### src/hdl/cfd_pkg.sv
`timescale 1ns / 1ps
// Shared types and constants for the checked frame deframer.
// No dependencies; every other file in hdl but cfd_chan_if imports this package.
package cfd_pkg;

  localparam int unsigned CfgAddrW = 3;
  localparam int unsigned CfgDataW = 32;

  typedef enum logic [0:0] {
    REG_START_BYTE  = 1'b0,
    REG_MAX_PAYLOAD = 1'b1
  } cfd_reg_t;

  typedef enum logic [1:0] {
    PH_WAIT   = 2'd0,
    PH_HEADER = 2'd1,
    PH_DATA   = 2'd2,
    PH_CHECK  = 2'd3
  } cfd_phase_t;

  typedef enum logic [2:0] {
    EV_PAYLOAD  = 3'd0,
    EV_FRAME_OK = 3'd1,
    EV_HDR_FAIL = 3'd2,
    EV_PAY_FAIL = 3'd3,
    EV_OVERSIZE = 3'd4
  } cfd_event_t;

  localparam logic [2:0] HdrFirstPos = 3'd1;
  localparam logic [2:0] HdrLastPos  = 3'd7;

  typedef struct packed {
    logic [7:0]  start_byte;
    logic [15:0] max_payload;
  } cfd_cfg_t;

  typedef struct packed {
    cfd_event_t  event_kind;
    logic [7:0]  payload_byte;
    logic [15:0] byte_index;
    logic [15:0] frame_id;
    logic [15:0] frame_type;
    logic [15:0] frame_length;
    logic [31:0] good_frames;
    logic [31:0] check_failures;
  } cfd_result_t;

endpackage

### src/hdl/cfd_chan_if.sv
`timescale 1ns / 1ps
// Valid/ready channel interfaces for received bytes and deframer results.
// Depends on nothing; used by the top level and the checker binding.
interface cfd_in_if;
  logic       valid;
  logic       ready;
  logic [7:0] rx_byte;

  modport source (output valid, output rx_byte, input ready);
  modport sink (input valid, input rx_byte, output ready);
endinterface

interface cfd_out_if;
  logic        valid;
  logic        ready;
  logic [2:0]  event_kind;
  logic [7:0]  payload_byte;
  logic [15:0] byte_index;
  logic [15:0] frame_id;
  logic [15:0] frame_type;
  logic [15:0] frame_length;
  logic [31:0] good_frames;
  logic [31:0] check_failures;

  modport source (
    output valid, output event_kind, output payload_byte, output byte_index,
    output frame_id, output frame_type, output frame_length,
    output good_frames, output check_failures, input ready
  );
  modport sink (
    input valid, input event_kind, input payload_byte, input byte_index,
    input frame_id, input frame_type, input frame_length,
    input good_frames, input check_failures, output ready
  );
endinterface

### src/hdl/cfd_cfg_regs.sv
`timescale 1ns / 1ps
// APB-style configuration registers: start byte and payload length limit.
// Depends on cfd_pkg.
module cfd_cfg_regs (
  input  logic                         clk,
  input  logic                         rst_n,
  input  logic                         psel,
  input  logic                         penable,
  input  logic                         pwrite,
  input  logic [cfd_pkg::CfgAddrW-1:0] paddr,
  input  logic [cfd_pkg::CfgDataW-1:0] pwdata,
  output logic [cfd_pkg::CfgDataW-1:0] prdata,
  output logic                         pready,
  output cfd_pkg::cfd_cfg_t            cfg
);
  import cfd_pkg::*;

  cfd_cfg_t cfg_r;
  cfd_reg_t reg_sel;
  logic     wr_en;

  assign pready  = 1'b1;
  assign reg_sel = cfd_reg_t'(paddr[2]);
  assign wr_en   = psel && penable && pwrite;
  assign cfg     = cfg_r;

  always_ff @(posedge clk) begin
    if (!rst_n) begin
      cfg_r.start_byte  <= 8'd1;
      cfg_r.max_payload <= 16'd1024;
    end else if (wr_en) begin
      unique case (reg_sel)
        REG_START_BYTE:  cfg_r.start_byte  <= pwdata[7:0];
        REG_MAX_PAYLOAD: cfg_r.max_payload <= pwdata[15:0];
      endcase
    end
  end

  always_comb begin
    unique case (reg_sel)
      REG_START_BYTE:  prdata = {24'd0, cfg_r.start_byte};
      REG_MAX_PAYLOAD: prdata = {16'd0, cfg_r.max_payload};
    endcase
  end
endmodule

### src/hdl/cfd_parser.sv
`timescale 1ns / 1ps
// Frame parser: phase state machine, header and payload checks, counters.
// Depends on cfd_pkg; produces at most one result per accepted byte.
module cfd_parser (
  input  logic                  clk,
  input  logic                  rst_n,
  input  cfd_pkg::cfd_cfg_t     cfg,
  input  logic                  byte_acc,
  input  logic [7:0]            rx_byte,
  output logic                  res_valid,
  output cfd_pkg::cfd_result_t  res
);
  import cfd_pkg::*;

  cfd_phase_t  phase_r, phase_nxt;
  logic [2:0]  pos_r;
  logic [7:0]  hx_r;
  logic [15:0] id_r, len_r, type_r;
  logic [15:0] cnt_r;
  logic [7:0]  px_r;
  logic [31:0] good_r, good_nxt;
  logic [31:0] fail_r, fail_nxt;
  logic [15:0] cnt_inc;
  logic        hdr_last, hdr_ok, pay_ok, too_long, is_start;
  cfd_event_t  kind;

  assign cnt_inc  = cnt_r + 16'd1;
  assign hdr_last = (pos_r == HdrLastPos);
  assign hdr_ok   = (rx_byte == ~hx_r);
  assign pay_ok   = (rx_byte == ~px_r);
  assign too_long = (len_r > cfg.max_payload);
  assign is_start = (rx_byte == cfg.start_byte);

  always_comb begin
    phase_nxt = phase_r;
    if (byte_acc) begin
      unique case (phase_r)
        PH_WAIT: begin
          if (is_start) phase_nxt = PH_HEADER;
        end
        PH_HEADER: begin
          if (hdr_last) begin
            phase_nxt = (hdr_ok && (len_r != 16'd0) && !too_long) ? PH_DATA : PH_WAIT;
          end
        end
        PH_DATA: begin
          if (cnt_inc == len_r) phase_nxt = PH_CHECK;
        end
        PH_CHECK: phase_nxt = PH_WAIT;
      endcase
    end
  end

  always_comb begin
    res_valid = 1'b0;
    kind      = EV_PAYLOAD;
    if (byte_acc) begin
      unique case (phase_r)
        PH_WAIT: res_valid = 1'b0;
        PH_HEADER: begin
          if (hdr_last) begin
            res_valid = 1'b1;
            priority if (!hdr_ok) kind = EV_HDR_FAIL;
            else if (len_r == 16'd0) kind = EV_FRAME_OK;
            else if (too_long) kind = EV_OVERSIZE;
            else res_valid = 1'b0;
          end
        end
        PH_DATA: res_valid = 1'b1;
        PH_CHECK: begin
          res_valid = 1'b1;
          kind      = pay_ok ? EV_FRAME_OK : EV_PAY_FAIL;
        end
      endcase
    end
  end

  always_comb begin
    good_nxt = good_r;
    fail_nxt = fail_r;
    if (res_valid && (kind == EV_FRAME_OK)) good_nxt = good_r + 32'd1;
    if (res_valid && ((kind == EV_HDR_FAIL) || (kind == EV_PAY_FAIL))) begin
      fail_nxt = fail_r + 32'd1;
    end
    res.event_kind     = kind;
    res.payload_byte   = (phase_r == PH_DATA) ? rx_byte : 8'd0;
    res.byte_index     = (phase_r == PH_DATA) ? cnt_r : 16'd0;
    res.frame_id       = id_r;
    res.frame_type     = type_r;
    res.frame_length   = len_r;
    res.good_frames    = good_nxt;
    res.check_failures = fail_nxt;
  end

  always_ff @(posedge clk) begin
    if (!rst_n) begin
      phase_r <= PH_WAIT;
      pos_r   <= 3'd0;
      hx_r    <= 8'd0;
      id_r    <= 16'd0;
      len_r   <= 16'd0;
      type_r  <= 16'd0;
      cnt_r   <= 16'd0;
      px_r    <= 8'd0;
      good_r  <= 32'd0;
      fail_r  <= 32'd0;
    end else begin
      phase_r <= phase_nxt;
      good_r  <= good_nxt;
      fail_r  <= fail_nxt;
      if (byte_acc) begin
        unique case (phase_r)
          PH_WAIT: begin
            if (is_start) begin
              hx_r  <= rx_byte;
              pos_r <= HdrFirstPos;
            end
          end
          PH_HEADER: begin
            if (!hdr_last) begin
              hx_r  <= hx_r ^ rx_byte;
              pos_r <= pos_r + 3'd1;
              case (pos_r)
                3'd1:    id_r[15:8]   <= rx_byte;
                3'd2:    id_r[7:0]    <= rx_byte;
                3'd3:    len_r[15:8]  <= rx_byte;
                3'd4:    len_r[7:0]   <= rx_byte;
                3'd5:    type_r[15:8] <= rx_byte;
                3'd6:    type_r[7:0]  <= rx_byte;
                default: ;
              endcase
            end else begin
              pos_r <= 3'd0;
              cnt_r <= 16'd0;
              px_r  <= 8'd0;
            end
          end
          PH_DATA: begin
            px_r  <= px_r ^ rx_byte;
            cnt_r <= cnt_inc;
          end
          PH_CHECK: ;
        endcase
      end
    end
  end
endmodule

### src/hdl/cfd_out_stage.sv
`timescale 1ns / 1ps
// Output register with a skid entry so the input side sees a registered ready.
// Depends on cfd_pkg for the result record.
module cfd_out_stage (
  input  logic                  clk,
  input  logic                  rst_n,
  input  logic                  push,
  input  cfd_pkg::cfd_result_t  push_data,
  output logic                  space,
  output logic                  out_valid,
  input  logic                  out_ready,
  output cfd_pkg::cfd_result_t  out_data
);
  import cfd_pkg::*;

  cfd_result_t main_r, skid_r;
  logic        main_v_r, skid_v_r;
  logic        pop;

  assign pop       = main_v_r && out_ready;
  assign space     = !skid_v_r;
  assign out_valid = main_v_r;
  assign out_data  = main_r;

  always_ff @(posedge clk) begin
    if (!rst_n) begin
      main_v_r <= 1'b0;
      skid_v_r <= 1'b0;
    end else if (skid_v_r) begin
      if (pop) begin
        main_r   <= skid_r;
        skid_v_r <= 1'b0;
      end
    end else if (push) begin
      if (!main_v_r || pop) begin
        main_r   <= push_data;
        main_v_r <= 1'b1;
      end else begin
        skid_r   <= push_data;
        skid_v_r <= 1'b1;
      end
    end else if (pop) begin
      main_v_r <= 1'b0;
    end
  end
endmodule

### src/hdl/checked_frame_deframer.sv
`timescale 1ns / 1ps
// Byte-serial deframer for checked frames; one received byte is accepted per
// cycle while ready is high, and any result is registered by the output stage.
// Depends on cfd_pkg, cfd_chan_if, cfd_cfg_regs, cfd_parser and cfd_out_stage.
//
// The block hunts for the configured start byte, collects an 8-byte header
// (start, id, length, type, inverted-XOR check), then streams each payload
// byte out as it arrives and closes the frame with a status result: frame
// accepted, header or payload check failure, or oversize drop. Streamed bytes
// must be kept or discarded by the consumer according to that status. The
// sustained rate is one byte per clock while the result consumer keeps up;
// a two-entry output stage takes one more result into its skid entry once the
// result consumer stalls, and input ready drops only when both entries hold.
module checked_frame_deframer (
  input  logic                         clk,
  input  logic                         rst_n,
  cfd_in_if.sink                       in_chan,
  cfd_out_if.source                    out_chan,
  input  logic                         psel,
  input  logic                         penable,
  input  logic                         pwrite,
  input  logic [cfd_pkg::CfgAddrW-1:0] paddr,
  input  logic [cfd_pkg::CfgDataW-1:0] pwdata,
  output logic [cfd_pkg::CfgDataW-1:0] prdata,
  output logic                         pready
);
  import cfd_pkg::*;

  cfd_cfg_t    cfg;
  cfd_result_t res, out_res;
  logic        res_valid, byte_acc, space;

  assign in_chan.ready = space;
  assign byte_acc      = in_chan.valid && space;

  cfd_cfg_regs u_cfg (
    .clk     (clk),
    .rst_n   (rst_n),
    .psel    (psel),
    .penable (penable),
    .pwrite  (pwrite),
    .paddr   (paddr),
    .pwdata  (pwdata),
    .prdata  (prdata),
    .pready  (pready),
    .cfg     (cfg)
  );

  cfd_parser u_parser (
    .clk       (clk),
    .rst_n     (rst_n),
    .cfg       (cfg),
    .byte_acc  (byte_acc),
    .rx_byte   (in_chan.rx_byte),
    .res_valid (res_valid),
    .res       (res)
  );

  cfd_out_stage u_out (
    .clk       (clk),
    .rst_n     (rst_n),
    .push      (res_valid),
    .push_data (res),
    .space     (space),
    .out_valid (out_chan.valid),
    .out_ready (out_chan.ready),
    .out_data  (out_res)
  );

  assign out_chan.event_kind     = out_res.event_kind;
  assign out_chan.payload_byte   = out_res.payload_byte;
  assign out_chan.byte_index     = out_res.byte_index;
  assign out_chan.frame_id       = out_res.frame_id;
  assign out_chan.frame_type     = out_res.frame_type;
  assign out_chan.frame_length   = out_res.frame_length;
  assign out_chan.good_frames    = out_res.good_frames;
  assign out_chan.check_failures = out_res.check_failures;
endmodule

### src/flat_wrapper.sv
// flat-port wrapper written by rule: the top's interface ports become plain ports
module checked_frame_deframer_flat import cfd_pkg::*;
  (clk, rst_n, psel, penable, pwrite, paddr, pwdata, prdata, pready, in_chan_valid, in_chan_rx_byte, in_chan_ready, out_chan_valid, out_chan_event_kind, out_chan_payload_byte, out_chan_byte_index, out_chan_frame_id, out_chan_frame_type, out_chan_frame_length, out_chan_good_frames, out_chan_check_failures, out_chan_ready);
  cfd_in_if in_chan_i ();
  cfd_out_if out_chan_i ();
  input  logic clk;
  input  logic rst_n;
  input  logic psel;
  input  logic penable;
  input  logic pwrite;
  input  logic [cfd_pkg::CfgAddrW-1:0] paddr;
  input  logic [cfd_pkg::CfgDataW-1:0] pwdata;
  output logic [cfd_pkg::CfgDataW-1:0] prdata;
  output logic pready;
  input wire logic [$bits(in_chan_i.valid)-1:0] in_chan_valid;
  input wire logic [$bits(in_chan_i.rx_byte)-1:0] in_chan_rx_byte;
  output wire logic [$bits(in_chan_i.ready)-1:0] in_chan_ready;
  output wire logic [$bits(out_chan_i.valid)-1:0] out_chan_valid;
  output wire logic [$bits(out_chan_i.event_kind)-1:0] out_chan_event_kind;
  output wire logic [$bits(out_chan_i.payload_byte)-1:0] out_chan_payload_byte;
  output wire logic [$bits(out_chan_i.byte_index)-1:0] out_chan_byte_index;
  output wire logic [$bits(out_chan_i.frame_id)-1:0] out_chan_frame_id;
  output wire logic [$bits(out_chan_i.frame_type)-1:0] out_chan_frame_type;
  output wire logic [$bits(out_chan_i.frame_length)-1:0] out_chan_frame_length;
  output wire logic [$bits(out_chan_i.good_frames)-1:0] out_chan_good_frames;
  output wire logic [$bits(out_chan_i.check_failures)-1:0] out_chan_check_failures;
  input wire logic [$bits(out_chan_i.ready)-1:0] out_chan_ready;
  assign in_chan_i.valid = in_chan_valid;
  assign in_chan_i.rx_byte = in_chan_rx_byte;
  assign in_chan_ready = in_chan_i.ready;
  assign out_chan_valid = out_chan_i.valid;
  assign out_chan_event_kind = out_chan_i.event_kind;
  assign out_chan_payload_byte = out_chan_i.payload_byte;
  assign out_chan_byte_index = out_chan_i.byte_index;
  assign out_chan_frame_id = out_chan_i.frame_id;
  assign out_chan_frame_type = out_chan_i.frame_type;
  assign out_chan_frame_length = out_chan_i.frame_length;
  assign out_chan_good_frames = out_chan_i.good_frames;
  assign out_chan_check_failures = out_chan_i.check_failures;
  assign out_chan_i.ready = out_chan_ready;
  checked_frame_deframer u_core (.clk(clk), .rst_n(rst_n), .in_chan(in_chan_i), .out_chan(out_chan_i), .psel(psel), .penable(penable), .pwrite(pwrite), .paddr(paddr), .pwdata(pwdata), .prdata(prdata), .pready(pready));
endmodule
### config.mk
export PLATFORM = sky130hd
export DESIGN_NAME = checked_frame_deframer_flat
export DESIGN_NICKNAME = d
export VERILOG_FILES = /design/src/hdl/cfd_pkg.sv /design/src/hdl/cfd_chan_if.sv /design/src/hdl/cfd_cfg_regs.sv /design/src/hdl/cfd_parser.sv /design/src/hdl/cfd_out_stage.sv /design/src/hdl/checked_frame_deframer.sv /design/src/flat_wrapper.sv
export SDC_FILE = /design/constraint.sdc
export NUM_CORES = 1
export LEC_CHECK = 0
export BUFFER_PORTS_ARGS = -buffer_cell sky130_fd_sc_hd__buf_2
export CORE_MARGIN = 4
export CORE_UTILIZATION = 59
export DETAILED_ROUTE_END_ITERATION = 8
export GPL_TIMING_DRIVEN = 0
export PLACE_DENSITY_LB_ADDON = 0.08
export SLEW_MARGIN = 20
export SYNTH_ARGS = -nofsm -noshare
export SYNTH_HDL_FRONTEND = slang
export SYNTH_SLANG_ARGS = --single-unit
export TNS_END_PERCENT = 50
### constraint.sdc
create_clock -name clk -period 38.9 [get_ports clk]
set_input_delay 7.78 -clock clk [delete_from_list [all_inputs] [get_ports clk]]
set_output_delay 7.78 -clock clk [all_outputs]
set_load 0.01 [all_outputs]
# == Yosys cells after proc, flatten, opt, wreduce, memory -nomap -nowiden ==
# Cells that the tools add are included.
# totals
regBits,453
word_cells,150
out_inout_bits,174
input_bits,50
# op_classes
n_eq_ne,23
n_reduce_logical,37
muxes,44
n_lt_le_gt_ge,1
add_sub_neg,4
n_bitwise,8
# op_table
cell,n
$mux 139,4
$add 32x1->32 const B,2
$mux 32,2
$pmux 32 s2,1
$reduce_and 4->1,10
$mux 16,2
$mux 8,4
$pmux 16 s2,1
$pmux 8 s2,2
$eq 8x8->1,3
$mux 3,7
$add 16x1->16 const B,1
$eq 16x16->1,1
$gt 16x16->1,1
$logic_not 16->1,1
$not 8->8,2
$reduce_bool 16->1,1
$xor 8x8->8,2
$eq 3x2->1 const B,4
$eq 3x3->1 const B,4
$mux 1,12
$pmux 3 s2,2
$mux 2,5
$ne 2x2->1 const B,5
16 further kinds,38

# == Depth between registers and ports, before layout ==
# depth
depth_word,14
ltp_mapped,9
ltp_nobuf,8

# == Modules after synthesis ==
# A second synthesis with hierarchy kept.
# unflattened
hier_cells,1662
hier_area_um2,20230.7
# modules_own_cells
mod,seq_area_each_um2,instances,area_per_inst_um2,cells_each
cfd_out_stage,8388.0,1,10177.3,447
cfd_parser,2982.9,1,8795.9,1079
cfd_cfg_regs,480.5,1,1251.2,135
checked_frame_deframer,0.0,1,6.3,1

# == Least setup slack after synthesis ==
# Ideal clock, no wire load.
# synth_path
kind,input -> register
from,in in_chan_rx_byte[6]
to,reg u_core.u_out.skid_r[0] (netlist name) (enable)
setup_ns,1.372
cell_stages,6
slack_ns,7.688
required_ns,37.528
n_path_buf,1
t_arrival_ns,29.840
path_cell_list,buf_2 xor2_1 nand4_1 or3_1 o21ai_0 a2111oi_0
# synth_via
elab_chain_cells,6
# synth_lines
item,line_no,source
start: declaration,flat_wrapper.sv:16,input wire logic [$bits(in_chan_i.rx_byte)-1:0] in_chan_rx_byte;
$eq 8x8->1,cfd_parser.sv:29,assign hdr_ok = (rx_byte == ~hx_r);
$mux 1,cfd_parser.sv:63,priority if (!hdr_ok) kind = EV_HDR_FAIL;
$mux 1,cfd_parser.sv:61,if (hdr_last) begin
$pmux 1 s3,cfd_parser.sv:58,unique case (phase_r)
$mux 1,cfd_parser.sv:57,if (byte_acc) begin
$reduce_and 4->1 (no source line),--,
end signal: assignment,cfd_out_stage.sv:39,skid_r <= push_data;
end: declaration,cfd_out_stage.sv:16,"cfd_result_t main_r, skid_r;"
# Every way passes these cells.
# A chain may end at the register's enable or synchronous reset.

# == Final worst setup path ==
# layout_path
from,in paddr[2] (netlist name)
to,out prdata[1] (netlist name)
# layout_via
elab_chain_cells,2
# layout_lines
item,line_no,source
start: declaration,flat_wrapper.sv:11,input logic [cfd_pkg::CfgAddrW-1:0] paddr;
$not 1->1,--,
$pmux 32 s2 *,cfd_cfg_regs.sv:40,unique case (reg_sel)
end: declaration,flat_wrapper.sv:13,output logic [cfd_pkg::CfgDataW-1:0] prdata;
# Every way passes the cells marked *; elsewhere a longest branch is shown, timed or not. The select of a mux whose other input is x is not followed.

==> metrics.cfg <==
[outcome]
run_status=finished, final reports clean

[timing]
rsz0062_at_grt=no
setup-tns-final_ns=0
skew_ns=0.0150
slew_viol_final=0
setup_viol=0
fmax_mhz=60.0
worstMarginPinSlew_ns=1.12
slew_headroom=0.241
finalWorstSetupSlack_ns=22.24
whs_ns=0.454
finalCritPeriodShare=0.428
finalHoldViolCount=0
fin_crit_ns=16.66

[floorplan]
ioPinCount=224
die_x_um=192
initial_core_util=0.606
die_h_um=192
rows=66
dieArea_um2=36700
coreArea_um2=32900

[worst_setup_path]
crit_path_frequent_cell=buf_2
worst_path_largest_cell_delay_ns=0.44
cp-end-kind=output pin
crit_arrival_ns=8.88
worstSetupPathType=in -> out
cp_max_fo=10
crit_chain=buf_2 > clkbuf_1 > mux2_2 > buf_2
r2r-start=u_core.u_parser.len_r[14]
critPathRequiredTime_ns=31.12
slowest_stage=clkbuf_1
worstSetupStartpoint=paddr[2]
crit_path_start_kind=input port

[job]
drv_cap=0

[hold_path]
hp-start=u_core.u_cfg.cfg[9]
hp-class=reg -> reg

[cts]
cts_buffers=45
post_cts_resized=0
cts_setup_buffers=0
cts_max_path_buffers=3
h-tree-depth=2
cts.sinks=453
cts_tree=done
cts_hold_buf=0
root_buffer=clkbuf_16
clk_pin_slew_ns=0.06
clk_latency_ns=0.56

[place]
dp_slack_ns=22.25
place_area_um2=21800
io_buffers=179
routabilityCongestion=0.945
hpwlAfterDp_um=33100

[routing]
firstDrtPassIters=5
postRouteWirelength_um=46300
drtIter0Drc=954
vias=13300
drc=0
ant_nets=0
avgRoutedWirePerCell_um=19.6
vias_per_cell=5.66

[synthesis]
synth_edf_count=278
ys_seq_area_frac=0.595
synthTopCellsByArea=edfxtp_1, dfxtp_1, mux2_2
yosys_warnings=0
synthCells=1604
syn_area_per_cell_um2=12.4
ys_types=70
synth_top_area_cell=edfxtp_1
post-synth-top-count-cell=edfxtp_1
synthFlopType=edfxtp_1
synth_seq_cells=453
synth_top_area_share=0.419
synth_area_um2=19900
async_flop_share=0
synth_common_cells=edfxtp_1, dfxtp_1, mux2_2

[global_route]
grt_pass1_vias=13000
grt_usage=0.249
grt_max_degree=25
grt-ovfl-total=0
antenna_found_initial=0
grt_pass1_wl_um=72400

[power_and_ir_drop]
power_density_nw_per_um2=41.3
vdd_drop_max_uv=27.3
cellLeakagePower_nw=9.09

[finish]
stdcell_area_um2=23300
syn_to_final_growth_pct=16.9
insertedDiodeCount=0
final_nets=1954
drive_above_1_share=0.261

==> worst max-delay path: cells and delay by family <==
family / cells / cell delay (ns)
buffers and inverters: 3 / 0.68
muxes: 1 / 0.42
==> cells by family after synthesis <==
family          share of synthesized area
mux                                 0.102
fa+ha+maj                          0.0157
buf+inv                            0.0358
compound gates                     0.0837
simple gates                        0.119
xor+xnor                           0.0480
flops                               0.595
other cells                      0.000377
==> final timing paths <==
| kind | cells after the start | to | slack (ns) |
|---|---|---|---|
| max | 4 | prdata[1] | 22.24 |
| min | 2 | u_core.u_cfg.cfg[9] | 0.45 |
| max reg2reg | 14 | u_core.u_out.skid_r[105] | 34.53 |
| min reg2reg | 2 | u_core.u_cfg.cfg[9] | 0.45 |
==> layout make-up <==
type | instances | area, um2
Timing Repair Buffer | 213 | 1220
Multi-Input combinational cell | 1004 | 7410
Clock inverter | 21 | 209
Inverter | 51 | 191
Tap cell | 442 | 553
Clock buffer | 63 | 1300
Fill cell | 2385 | 9610
Sequential cell | 453 | 11900
Buffer | 111 | 522
==> power by group <==
group,switching [mW],total [mW],internal (mW)
logic,0.0128,0.0187,0.00584
registers,0.000502,0.505,0.504
clock network,0.183,0.437,0.254
total,0.196,0.961,0.764
==> stage by stage <==
| stage | total power [mW] | utilization | std cells |
|---|---|---|---|
| final | 0.961 | 0.708 | 2358 |
| after global routing | 0.989 | 0.708 | 2358 |
| after CTS | 0.966 | 0.708 | 2358 |
| after detailed placement | 0.533 | 0.662 | 2274 |
| after global placement | 0.533 | 0.651 | 2240 |
| after floorplan | 0.526 | - | 1619 |
==> state kept, by name, indices dropped and copies added (netlist names), named ones only <==
register                 count
u_core.u_parser.len_r       16
u_core.u_parser.type_r      16
u_core.u_out.skid_v_r        1
u_core.u_parser.id_r        16
u_core.u_parser.fail_r      32
u_core.u_parser.hx_r         8
u_core.u_parser.good_r      32
u_core.u_out.skid_r        139
u_core.u_parser.pos_r        3
u_core.u_out.out_data      139
u_core.u_parser.px_r         8
u_core.u_out.out_valid       1
u_core.u_parser.phase_r      1
u_core.u_parser.cnt_r       16
u_core.u_cfg.cfg            24
==> placed cells by master (no fill, tap or decap), types with 62 or more instances in the layout <==
cell type / count
edfxtp_1: 278
buf_2: 216
mux2_2: 141
and2_1: 96
a21oi_1: 72
nor2_1: 105
dfxtp_1: 175
clkbuf_1: 79
nand2_1: 104
xor2_1: 62
==> metal layers <==
layer,wire [um],global-route usage,vias to the layer above
li1,-,-,6336
met1,20700,0.350,6501
met2,22100,0.410,425
met3,2350,0.0311,83
met4,1150,0.0710,0
met5,0,0,-
(Power assumes the default switching activity.)
